`src/hdl/hierarchical_timer_wheel_top_macros.svh`:
```
// Assertion helpers shared by the timer wheel RTL.
`ifndef HIERARCHICAL_TIMER_WHEEL_TOP_MACROS_SVH
`define HIERARCHICAL_TIMER_WHEEL_TOP_MACROS_SVH

// Same-cycle implication, disabled while reset is asserted.
`define HTW_ASSERT(label, clk, rst_n, ante, cons) \
  label: assert property (@(posedge clk) disable iff (!(rst_n)) (ante) |-> (cons)) \
    else $error("timer wheel assertion failed");

// Next-cycle implication, disabled while reset is asserted.
`define HTW_ASSERT_NEXT(label, clk, rst_n, ante, cons) \
  label: assert property (@(posedge clk) disable iff (!(rst_n)) (ante) |=> (cons)) \
    else $error("timer wheel assertion failed");

`endif

```
`src/hdl/htw_pkg.sv`:
```
// ----------------------------------------------------------------------------
// htw_pkg
// Widths, day length and command codes of the timer wheel.
// ----------------------------------------------------------------------------
package htw_pkg;

  localparam int unsigned CmdW  = 2;
  localparam int unsigned IdW   = 6;
  localparam int unsigned TimeW = 17;

  localparam int unsigned SecsPerMin  = 60;
  localparam int unsigned MinsPerHour = 60;
  localparam int unsigned HoursPerDay = 24;
  localparam int unsigned DaySecondsI = SecsPerMin * MinsPerHour * HoursPerDay;
  localparam logic [TimeW-1:0] DaySeconds = TimeW'(DaySecondsI);

  // slots reachable through the id field
  localparam int unsigned NumIds = 2 ** IdW;

  localparam logic [CmdW-1:0] CmdTick   = 2'd0;
  localparam logic [CmdW-1:0] CmdAdd    = 2'd1;
  localparam logic [CmdW-1:0] CmdChange = 2'd2;
  localparam logic [CmdW-1:0] CmdDelete = 2'd3;

  typedef logic [TimeW-1:0] time_t;

endpackage

```
`src/hdl/htw_modadd.sv`:
```
// ----------------------------------------------------------------------------
// htw_modadd
// Shared add modulo one day: a + b, less one day if it reaches a day.
// Valid for a + b below two days.
// ----------------------------------------------------------------------------
module htw_modadd
  import htw_pkg::*;
(
  input  time_t a_i,
  input  time_t b_i,
  output time_t sum_o
);

  logic [TimeW:0] raw;
  logic [TimeW:0] red;

  assign raw   = {1'b0, a_i} + {1'b0, b_i};
  assign red   = raw - {1'b0, DaySeconds};
  assign sum_o = (raw >= {1'b0, DaySeconds}) ? red[TimeW-1:0] : raw[TimeW-1:0];

endmodule

```
`src/hdl/hierarchical_timer_wheel_top.sv`:
```
// ----------------------------------------------------------------------------
// hierarchical_timer_wheel_top
// 24-hour seconds clock with a set of timer slots, one deadline each.
// ----------------------------------------------------------------------------
// Use: one request on the input channel per command. Tick advances the
// clock one second (wrap at 86399) and then scans all slots in id order,
// sending one result per expired timer on the output channel; the final
// result of a tick carries last_o. Add, change and delete send nothing.
// Add and change pass through the reduce and place states; delete is
// done when it is accepted. A tick passes the tick state, then a read
// and a compare state per slot (N = NUM_TIMERS capped at 64 slots),
// then a flush state; in_ready_o is low meanwhile.
// Results go through one output register; a stalled receiver holds the
// scan at the next expiry until the register frees, nothing is dropped.
// An expiry is held back one step so last_o is known when it is sent.
// Reset clears the clock, all armed bits and the output register; the
// deadline memory is not cleared, a slot is only read while armed.
module hierarchical_timer_wheel_top
  import htw_pkg::*;
#(
  parameter int unsigned NUM_TIMERS = 64
) (
  input  logic             clk_i,
  input  logic             rst_ni,
  input  logic             in_valid_i,
  output logic             in_ready_o,
  input  logic [CmdW-1:0]  command_i,
  input  logic [IdW-1:0]   timer_id_i,
  input  logic [TimeW-1:0] offset_seconds_i,
  output logic             out_valid_o,
  input  logic             out_ready_i,
  output logic [IdW-1:0]   expired_id_o,
  output logic [TimeW-1:0] fire_time_o,
  output logic             last_o
);

`include "hierarchical_timer_wheel_top_macros.svh"

  // slots above the id range can never be armed
  localparam int unsigned NSlot = (NUM_TIMERS < NumIds) ? NUM_TIMERS : NumIds;
  localparam int unsigned AW    = (NSlot > 1) ? $clog2(NSlot) : 1;
  localparam logic [AW-1:0] LastIdx = AW'(NSlot - 1);

  localparam logic [2:0] S_IDLE   = 3'd0;
  localparam logic [2:0] S_REDUCE = 3'd1;
  localparam logic [2:0] S_PLACE  = 3'd2;
  localparam logic [2:0] S_TICK   = 3'd3;
  localparam logic [2:0] S_SRD    = 3'd4;
  localparam logic [2:0] S_SCMP   = 3'd5;
  localparam logic [2:0] S_FLUSH  = 3'd6;

  logic [2:0]       state_q, state_d;
  logic [CmdW-1:0]  cmd_q, cmd_d;
  logic [AW-1:0]    id_q, id_d;
  time_t            off_q, off_d;
  time_t            clock_q, clock_d;
  logic [AW-1:0]    idx_q, idx_d;
  logic [NSlot-1:0] armed_q, armed_d;
  logic             pend_valid_q, pend_valid_d;
  logic [AW-1:0]    pend_id_q, pend_id_d;
  logic             out_valid_q, out_valid_d;
  logic [AW-1:0]    out_id_q, out_id_d;
  time_t            out_time_q, out_time_d;
  logic             out_last_q, out_last_d;

  time_t         mem [NSlot];
  time_t         rd_data_q;
  logic [AW-1:0] rd_addr;
  logic          mem_we;

  time_t op_a, op_b, sum;
  logic  in_acc, out_free, id_ok, hit;

  htw_modadd u_modadd (
    .a_i  (op_a),
    .b_i  (op_b),
    .sum_o(sum)
  );

  assign in_ready_o = (state_q == S_IDLE);
  assign in_acc     = in_valid_i && in_ready_o;
  assign out_free   = !out_valid_q || out_ready_i;
  assign id_ok      = (32'(timer_id_i) < NSlot);
  assign hit        = armed_q[idx_q] && (rd_data_q == clock_q);

  always_comb begin
    unique case (state_q)
      S_IDLE:            rd_addr = timer_id_i[AW-1:0];
      S_REDUCE, S_PLACE: rd_addr = id_q;
      default:           rd_addr = idx_q;
    endcase
  end

  // operand select for the shared modulo-day adder
  always_comb begin
    unique case (state_q)
      S_REDUCE: begin
        op_a = off_q;
        op_b = '0;
      end
      S_PLACE: begin
        op_a = (cmd_q == CmdChange) ? rd_data_q : clock_q;
        op_b = off_q;
      end
      S_TICK: begin
        op_a = clock_q;
        op_b = TimeW'(1);
      end
      default: begin
        op_a = clock_q;
        op_b = '0;
      end
    endcase
  end

  always_comb begin
    state_d      = state_q;
    cmd_d        = cmd_q;
    id_d         = id_q;
    off_d        = off_q;
    clock_d      = clock_q;
    idx_d        = idx_q;
    armed_d      = armed_q;
    pend_valid_d = pend_valid_q;
    pend_id_d    = pend_id_q;
    out_valid_d  = out_valid_q && !out_ready_i;
    out_id_d     = out_id_q;
    out_time_d   = out_time_q;
    out_last_d   = out_last_q;
    mem_we       = 1'b0;

    unique case (state_q)
      S_IDLE: begin
        if (in_acc) begin
          cmd_d = command_i;
          id_d  = timer_id_i[AW-1:0];
          off_d = offset_seconds_i;
          priority if (command_i == CmdTick) begin
            state_d = S_TICK;
          end else if (!id_ok) begin
            state_d = S_IDLE;
          end else if (command_i == CmdDelete) begin
            armed_d[timer_id_i[AW-1:0]] = 1'b0;
          end else begin
            state_d = S_REDUCE;
          end
        end
      end
      S_REDUCE: begin
        off_d   = sum;
        state_d = S_PLACE;
      end
      S_PLACE: begin
        // change on a disarmed slot does nothing
        if (cmd_q == CmdAdd || armed_q[id_q]) begin
          mem_we        = 1'b1;
          armed_d[id_q] = (sum != clock_q);
        end
        state_d = S_IDLE;
      end
      S_TICK: begin
        clock_d = sum;
        idx_d   = '0;
        state_d = S_SRD;
      end
      S_SRD: begin
        state_d = S_SCMP;
      end
      S_SCMP: begin
        if (hit && pend_valid_q && !out_free) begin
          state_d = S_SCMP;
        end else begin
          if (hit) begin
            if (pend_valid_q) begin
              out_valid_d = 1'b1;
              out_id_d    = pend_id_q;
              out_time_d  = clock_q;
              out_last_d  = 1'b0;
            end
            pend_valid_d   = 1'b1;
            pend_id_d      = idx_q;
            armed_d[idx_q] = 1'b0;
          end
          if (idx_q == LastIdx) begin
            state_d = S_FLUSH;
          end else begin
            idx_d   = idx_q + AW'(1);
            state_d = S_SRD;
          end
        end
      end
      S_FLUSH: begin
        if (!pend_valid_q) begin
          state_d = S_IDLE;
        end else if (out_free) begin
          out_valid_d  = 1'b1;
          out_id_d     = pend_id_q;
          out_time_d   = clock_q;
          out_last_d   = 1'b1;
          pend_valid_d = 1'b0;
          state_d      = S_IDLE;
        end
      end
      default: begin
        state_d = S_IDLE;
      end
    endcase
  end

  always_ff @(posedge clk_i or negedge rst_ni) begin
    if (!rst_ni) begin
      state_q      <= S_IDLE;
      clock_q      <= '0;
      armed_q      <= '0;
      pend_valid_q <= 1'b0;
      out_valid_q  <= 1'b0;
    end else begin
      state_q      <= state_d;
      clock_q      <= clock_d;
      armed_q      <= armed_d;
      pend_valid_q <= pend_valid_d;
      out_valid_q  <= out_valid_d;
    end
  end

  always_ff @(posedge clk_i) begin
    cmd_q      <= cmd_d;
    id_q       <= id_d;
    off_q      <= off_d;
    idx_q      <= idx_d;
    pend_id_q  <= pend_id_d;
    out_id_q   <= out_id_d;
    out_time_q <= out_time_d;
    out_last_q <= out_last_d;
  end

  always_ff @(posedge clk_i) begin
    if (mem_we) begin
      mem[id_q] <= sum;
    end
    rd_data_q <= mem[rd_addr];
  end

  assign out_valid_o  = out_valid_q;
  assign expired_id_o = IdW'(out_id_q);
  assign fire_time_o  = out_time_q;
  assign last_o       = out_last_q;

  `HTW_ASSERT(a_clock_range, clk_i, rst_ni, 1'b1, clock_q < DaySeconds)
  `HTW_ASSERT(a_no_pend_idle, clk_i, rst_ni, state_q == S_IDLE, !pend_valid_q)
  `HTW_ASSERT_NEXT(a_tick_step, clk_i, rst_ni, state_q == S_TICK,
    clock_q == (($past(clock_q) == DaySeconds - TimeW'(1)) ? '0 : $past(clock_q) + TimeW'(1)))

endmodule
```
`config.mk`:
```
export PLATFORM = sky130hd
export DESIGN_NAME = hierarchical_timer_wheel_top
export DESIGN_NICKNAME = d
export VERILOG_FILES = /design/src/hdl/htw_pkg.sv /design/src/hdl/htw_modadd.sv /design/src/hdl/hierarchical_timer_wheel_top.sv
export VERILOG_INCLUDE_DIRS = /design/src /design/src/hdl
export SDC_FILE = /design/constraint.sdc
export NUM_CORES = 2
export LEC_CHECK = 0
export BUFFER_PORTS_ARGS = -buffer_cell sky130_fd_sc_hd__buf_2
export CELL_PAD_IN_SITES_DETAIL_PLACEMENT = 1
export CELL_PAD_IN_SITES_GLOBAL_PLACEMENT = 2
export CORE_UTILIZATION = 30
export DETAILED_ROUTE_END_ITERATION = 16
export HOLD_SLACK_MARGIN = 0.06
export PLACE_DENSITY = 0.63
export SETUP_SLACK_MARGIN = 0.05
export SLEW_MARGIN = 10
export SYNTH_ARGS = -nofsm -noshare
export SYNTH_HDL_FRONTEND = slang
export SYNTH_SLANG_ARGS = --single-unit
```
`constraint.sdc`:
```
create_clock -name clk_i -period 13.8 [get_ports clk_i]
set_input_delay 1.38 -clock clk_i [delete_from_list [all_inputs] [get_ports clk_i]]
set_output_delay 1.38 -clock clk_i [all_outputs]
set_load 0.03 [all_outputs]
```
After elaboration in Yosys (flattened, before gate mapping)
Memory sizes are Yosys's and may differ from the RTL's. A register that Yosys moved wholly into a read port is not among the register bits.
Index checks and enable logic that the tools add are counted.
- register bits: 147
- bits in latches: 0
- RAM bits: 1088
- bits in read-only memories: 0
- output and inout bits: 26
- logic and storage cells: 150
- memories kept: 1
- memories (name ; depth ; bits a word ; read ports ; clocked after Yosys merged registers in ; wr ports ; RTL line ; text):
    mem ; 64 ; 17 ; 1 ; 1 ; 1 ; hierarchical_timer_wheel_top.sv:66 ; time_t mem [NSlot];
- $add $sub $neg: 3
- multiply operators: 0
- divide/modulo/power cells: 0
- magnitude comparators: 7
- equality and inequality tests: 24
- shift operators: 0
- mux-type cells: 69
- bitwise gates (word level): 5
- reductions and logical operators: 28
- operators with widths (cell ; number):
    two-way mux 64 bit ; 6
    one-hot mux 64 bit (3 select lines) ; 1
    two-way mux 17 bit ; 8
    one-hot mux 17 bit (2 select lines) ; 4
    AND 64 bit ; 2
    inverter 64 bit ; 2
    bitwise mux 64 bit ; 1
    two-way mux 6 bit ; 7
    one-hot mux 6 bit (2 select lines) ; 3
    two-way mux 1 bit ; 23
    < comparator 6 x 7 -> 1 bit, second input constant ; 3
    adder 17 x 17 -> 18 bit ; 1
    demux 1 bit (select 6 bit) ; 3
    greater-or-equal comparator 18 x 17 -> 1 bit, second input constant ; 1
    greater-or-equal comparator 6 x 1 -> 1 bit, second input constant ; 3
    one-hot mux 3 bit (6 select lines) ; 1
    equality test 17 bit ; 1
    != test 17 bit ; 1
    subtractor 17 bit, second input constant ; 1
    != test 2 bit, second input constant ; 8
    two-way mux 3 bit ; 5
    binary-select mux 1 bit (select 6 bit) ; 2
    AND reduction 3 bit ; 4
    equality test 3 bit, second input constant ; 3
    22 further kinds ; 42

Logic depth before layout (Yosys ltp)
- depth after elaboration: 10
- depth in mapped cells: 25
- depth with buffers taken out: 22

Hierarchy
Synthesis repeated with hierarchy kept, for this count alone.
- cells, all modules: 4673
- area total of the unflattened synthesis: 55231.7 sq um
- by module, submodules not included (module ; times used ; cells an instance ; area an instance (sq um) ; seq. area each (sq um)):
    hierarchical_timer_wheel_top ; 1 ; 4519 ; 54005.5 ; 36995.5
    htw_modadd ; 1 ; 154 ; 1226.2 ; 0.0

Worst setup path after synthesis
Ideal clock, no wire load.
- path type: register to register
- start point: register state_q[2]
- end point: register armed_q[58]
- library setup time: 0.136 ns
- arrival: 5.770 ns
- required time: 13.664 ns
- slack: 7.894 ns
- cell stages (with the launch flop): 26
- clock period less this slack: 5.906 ns
- cell sequence: dfrtp_1 clkbuf_1 clkbuf_1 nand2b_1 nor3b_1 nor2_1 clkbuf_1 nand2_1 nand2_1 ha_1 inv_1 fa_1 nand2b_1 a21oi_2 o41ai_1 nor2_1 ha_1 o21bai_1 o311ai_1 nor2_1 a311o_1 o211ai_1 nand4_1 nor4_4 buf_6 o41ai_1
- longest elaborated chain between the ends: 9
- elaborated cells between the ends (all ways): 24
- those cells by class: add/sub (2); order compare (1); eq/ne (11); mux (6); reduce/logical (4)
- RTL lines (item ; RTL line ; text):
    from (decl) ; hierarchical_timer_wheel_top.sv:52 ; logic [2:0] state_q, state_d;
    from (signal assigned) ; hierarchical_timer_wheel_top.sv:218 ; state_q <= state_d;
    equality test 3 x 2 -> 1 bit, or another cell as far along ; hierarchical_timer_wheel_top.sv:96, hierarchical_timer_wheel_top.sv:132 ;
    one-hot mux 17 bit (2 select lines) ; hierarchical_timer_wheel_top.sv:96 ; unique case (state_q)
    adder 17 x 17 -> 18 bit ; htw_modadd.sv:17 ; assign raw = {1'b0, a_i} + {1'b0, b_i};
    subtractor 17 bit / greater-or-equal comparator 18 x 17 -> 1 bit (equally long branches) ; htw_modadd.sv:18, htw_modadd.sv:19 ;
    two-way mux 17 bit ; htw_modadd.sv:19 ; assign sum_o = (raw >= {1'b0, DaySeconds}) ? red[TimeW-1:0] : raw[TimeW-1:0];
    != test 17 bit ; hierarchical_timer_wheel_top.sv:157 ; armed_d[id_q] = (sum != clock_q);
    bitwise mux 64 bit ; hierarchical_timer_wheel_top.sv:157 ;
    two-way mux 64 bit ; hierarchical_timer_wheel_top.sv:155 ; if (cmd_q == CmdAdd || armed_q[id_q]) begin
    one-hot mux 64 bit (3 select lines) ; hierarchical_timer_wheel_top.sv:132 ; unique case (state_q)
    to (signal assigned) ; hierarchical_timer_wheel_top.sv:220 ; armed_q <= armed_d;
    to (decl) ; hierarchical_timer_wheel_top.sv:58 ; logic [NSlot-1:0] armed_q, armed_d;
Parallel ways exist; a longest one is shown, timed or not. The select of a mux whose other input is x is not followed.
A chain may end at the register's enable or synchronous reset.

Final worst setup path
- start point: register state_q[1]
- end point: register armed_q[30]
Same word-level chain as after synthesis.

==> impl_metrics.ini <==
[synthesis]
synth_top_family_by_area = multiplexers
synthMuxAreaShare = 0.139
synth_ff_type = edfxtp_1
synthAdderAreaFrac = 0.00484
synth_xor_area_frac = 0.00923
syn_area_um2 = 53200
syn_nets = 3156
yosysUniqueCellTypes = 87
synth_seq_cells = 1252
synth_simple_gate_area_frac = 0.0458
ys_warn_count = 0
synth_edf_count = 1149
synthArstFlopShare = 0.0687
syn_area_per_cell_um2 = 17.1
synth_compound_area_frac = 0.0869
ys_seq_area_frac = 0.695
netlist_instances = 3107

[hold_path]
hp-class = reg -> reg
worstHoldStart = pend_id_q[1]
whs_endpoint = expired_id_o[1]
min_path_cells = 0

[cts]
numCtsBuffers = 135
clock-root-buffer = clkbuf_16
postCtsSetupBuffers = 0
cts_resized = 0
htreeDepth = 4
ctsLongestPathBuffers = 3
clock_sinks = 1252
insertion_delay_ns = 0.78
cts_hold_buf = 0
clk_pin_slew_ns = 0.06
cts_tree = built

[layout]
fillCellCount = 17700
utilization = 0.346
num-nets-final = 3244
layout_common_cells = 1,149 x edfxtp_1, 279 x mux4_2, 157 x nand2_1, 137 x clkbuf_16, 117 x o21ai_0
area_delta_synth_final_pct = 14.6
antennaDiodeCount = 0
final_common_cell = edfxtp_1
drive_gt1_frac = 0.236

[worst_setup_path]
end_kind = flip-flop
cp_slowest_cell = buf_4
cp.required_ns = 14.39
cp-start-kind = flip-flop
crit_fanout = 64
reg2reg_depth = 22
cp_cell_sequence = nor2b_1 > nand2b_1 > nor3b_2 > buf_4 > nor2_1 > buf_4 > a221o_1 > ha_1 > a211oi_4 > o211ai_2 > a211oi_2 > inv_1 > ha_1 > o21bai_1 > o311ai_1 > nor2_1 > a311o_1 > o211ai_1 > nand4_1 > nor4_4 > buf_4 > o41ai_1
arrival_ns = 7.46
crit_path_max_incr_delay_ns = 0.74
r2r_start = state_q[1]
crit_top_cell = buf_4
crit_type = reg -> reg
cp_top_family = compound AO/OA/AOI/OAI gates
cp_num_buf_inv = 4
regToRegSetupSlack_ns = 6.93
rr_endpoint = armed_q[30]

[timing]
rsz0062_at_grt = no
fin_skew_ns = 0.0341
hold_violations = 0
max_freq_ghz = 0.146
slew_viol_final = 0
layout_min_cycle_time_ns = 6.87
min_period_over_period = 0.498
setup_viol = 0
finalSetupTns_ns = 0
worst_slew_pin_slew_ns = 1.30
slew_headroom = 0.135

[detailed_routing]
routedWlPerCell_um = 28.1
drt_iter0_markers = 2686
dr.pass1.iters = 11
totalWireLength_mm = 158
drc_errors = 15
drt-vias-per-instance = 5.34
vias = 30100
ant_nets = 0

[outcome]
status = complete, but fails checks
violations = design-rule violations

[grt]
grt_overflow_total = 0
grt_pass1_vias = 31500
grt_max_degree = 112
grt.total_usage = 0.176
grt_pass1_wl_mm = 231
antenna_found_initial = 2

[floorplan]
ios = 55
rows = 154
initial_core_util = 0.302
core_area_um2 = 176000
die_y_um = 423
die-area_um2 = 179000
die_x_um = 423

[power_and_ir_drop]
powerDensity_nw_per_um2 = 261
power_mw = 15.9
p_leak_nw = 19.5
ir_drop_mv = 0.248

[place]
io_buffers = 54
gp_congestion = 0.822
dp_hpwl_mm = 93.4

[flow_run]
maxCapViolations = 0
==> flip-flops by register name, summed over array words and instances, names as in the netlist, 2 cells and up <==
signal	flops
armed_q	64
id_q	6
fire_time_o	17
idx_q	6
pend_id_q	6
off_q	17
state_q	3
cmd_q	2
expired_id_o	6
clock_q	17
mem	1088
rd_data_q	17
==> how the worst max path moves through the flow <==
| stage | from | cells past startpoint | to |
|---|---|---|---|
| 2_1_floorplan | state_q[2] | 25 | armed_q[58] |
| 3_3_place_gp | state_q[2] | 24 | armed_q[50] |
| 3_5_place_dp | state_q[2] | 22 | armed_q[21] |
| 4_1_cts | state_q[2] | 22 | armed_q[13] |
| 5_1_grt | state_q[1] | 25 | armed_q[8] |
| 6_report | state_q[1] | 22 | armed_q[30] |
==> routing by layer <==
layer  GRT usage  wire length [µm]  vias to the layer above  part of all wire
li1            -                 -                    12900                 -
met1       0.243             71300                    16300              0.45
met2       0.289             76500                      754              0.48
met3      0.0269              7210                      202             0.045
met4      0.0439              3320                        0             0.021
met5           0                 0                        -                 0
==> kinds of logic (layout without fill, tap and decap cells) <==
family	count (synthesis)	count (layout)
compound gates	638	638
xor+xnor	52	52
fa+ha+maj	20	20
buf+inv	250	442
flops	1252	1252
mux	388	388
simple gates	507	507
==> worst register-to-register path, cell delays in order (launching register included) <==
cell      delay (ns)
dfrtp_1         0.63
nor2b_1         0.35
nand2b_1        0.18
nor3b_2         0.18
buf_4           0.25
nor2_1          0.07
buf_4           0.22
a221o_1         0.35
ha_1            0.33
a211oi_4        0.32
o211ai_2        0.17
a211oi_2        0.49
inv_1           0.10
ha_1            0.23
o21bai_1        0.28
o311ai_1        0.41
nor2_1          0.10
a311o_1         0.33
o211ai_1        0.20
nand4_1         0.20
nor4_4          0.34
buf_4           0.74
o41ai_1         0.22
==> final cells by class <==
class | count | area (µm²) | share of cell area
Clock buffer | 177 | 3650 | 0.0598
Clock inverter | 64 | 653 | 0.0107
Inverter | 30 | 113 | 0.00185
Multi-Input combinational cell | 1605 | 15500 | 0.254
Sequential cell | 1252 | 37000 | 0.606
Tap cell | 2340 | 2930 | 0.0480
Timing Repair Buffer | 171 | 1210 | 0.0199
==> stage by stage <==
step           cells  area [µm²]  hold slack [ns]  setup slack, ns
2_1_floorplan   3107       53200            0.400             7.89
3_3_place_gp    5398       56700            0.405             7.02
3_5_place_dp    5398       56700            0.408             6.94
4_1_cts         5639       61000            0.422             6.88
5_1_grt         5639       61000            0.423             6.37
6_report        5639       61000            0.421             6.93
==> power breakdown <==
group	leakage (nW)	internal, mW	switching [mW]
Sequential	11.7	5.44	0.177
Combinational	5.64	2.24	4.52
Clock	2.09	2.03	1.53
Total	19.5	9.71	6.23
==> cells in the mapped netlist, types with 9 or more instances <==
cell type,count,share of area
edfxtp_1,1149,0.65
mux4_2,279,0.12
nand2_1,157,0.011
clkbuf_1,144,0.010
nor2_1,144,0.010
o21ai_0,118,0.011
a22oi_1,97,0.014
a211oi_1,89,0.013
dfrtp_1,86,0.040
mux2i_1,83,0.016
nor2b_1,64,0.0075
a21oi_1,56,0.0053
o22a_1,55,0.0090
o41ai_1,48,0.0079
buf_1,45,0.0032
xnor2_1,30,0.0049
inv_1,29,0.0020
a31oi_1,27,0.0032
and2_1,26,0.0031
mux2_2,26,0.0055
o211ai_1,25,0.0035
nor3_1,24,0.0023
buf_2,22,0.0021
ha_1,19,0.0045
xor2_1,19,0.0031
a211o_1,18,0.0030
o31ai_1,18,0.0025
dfxtp_1,17,0.0064
nand3_1,15,0.0014
and3_1,14,0.0016
a221oi_1,13,0.0021
nand2b_1,13,0.0015
a21o_1,10,0.0014
nor3b_1,9,0.0013
Power figures use the tool's default switching activity.
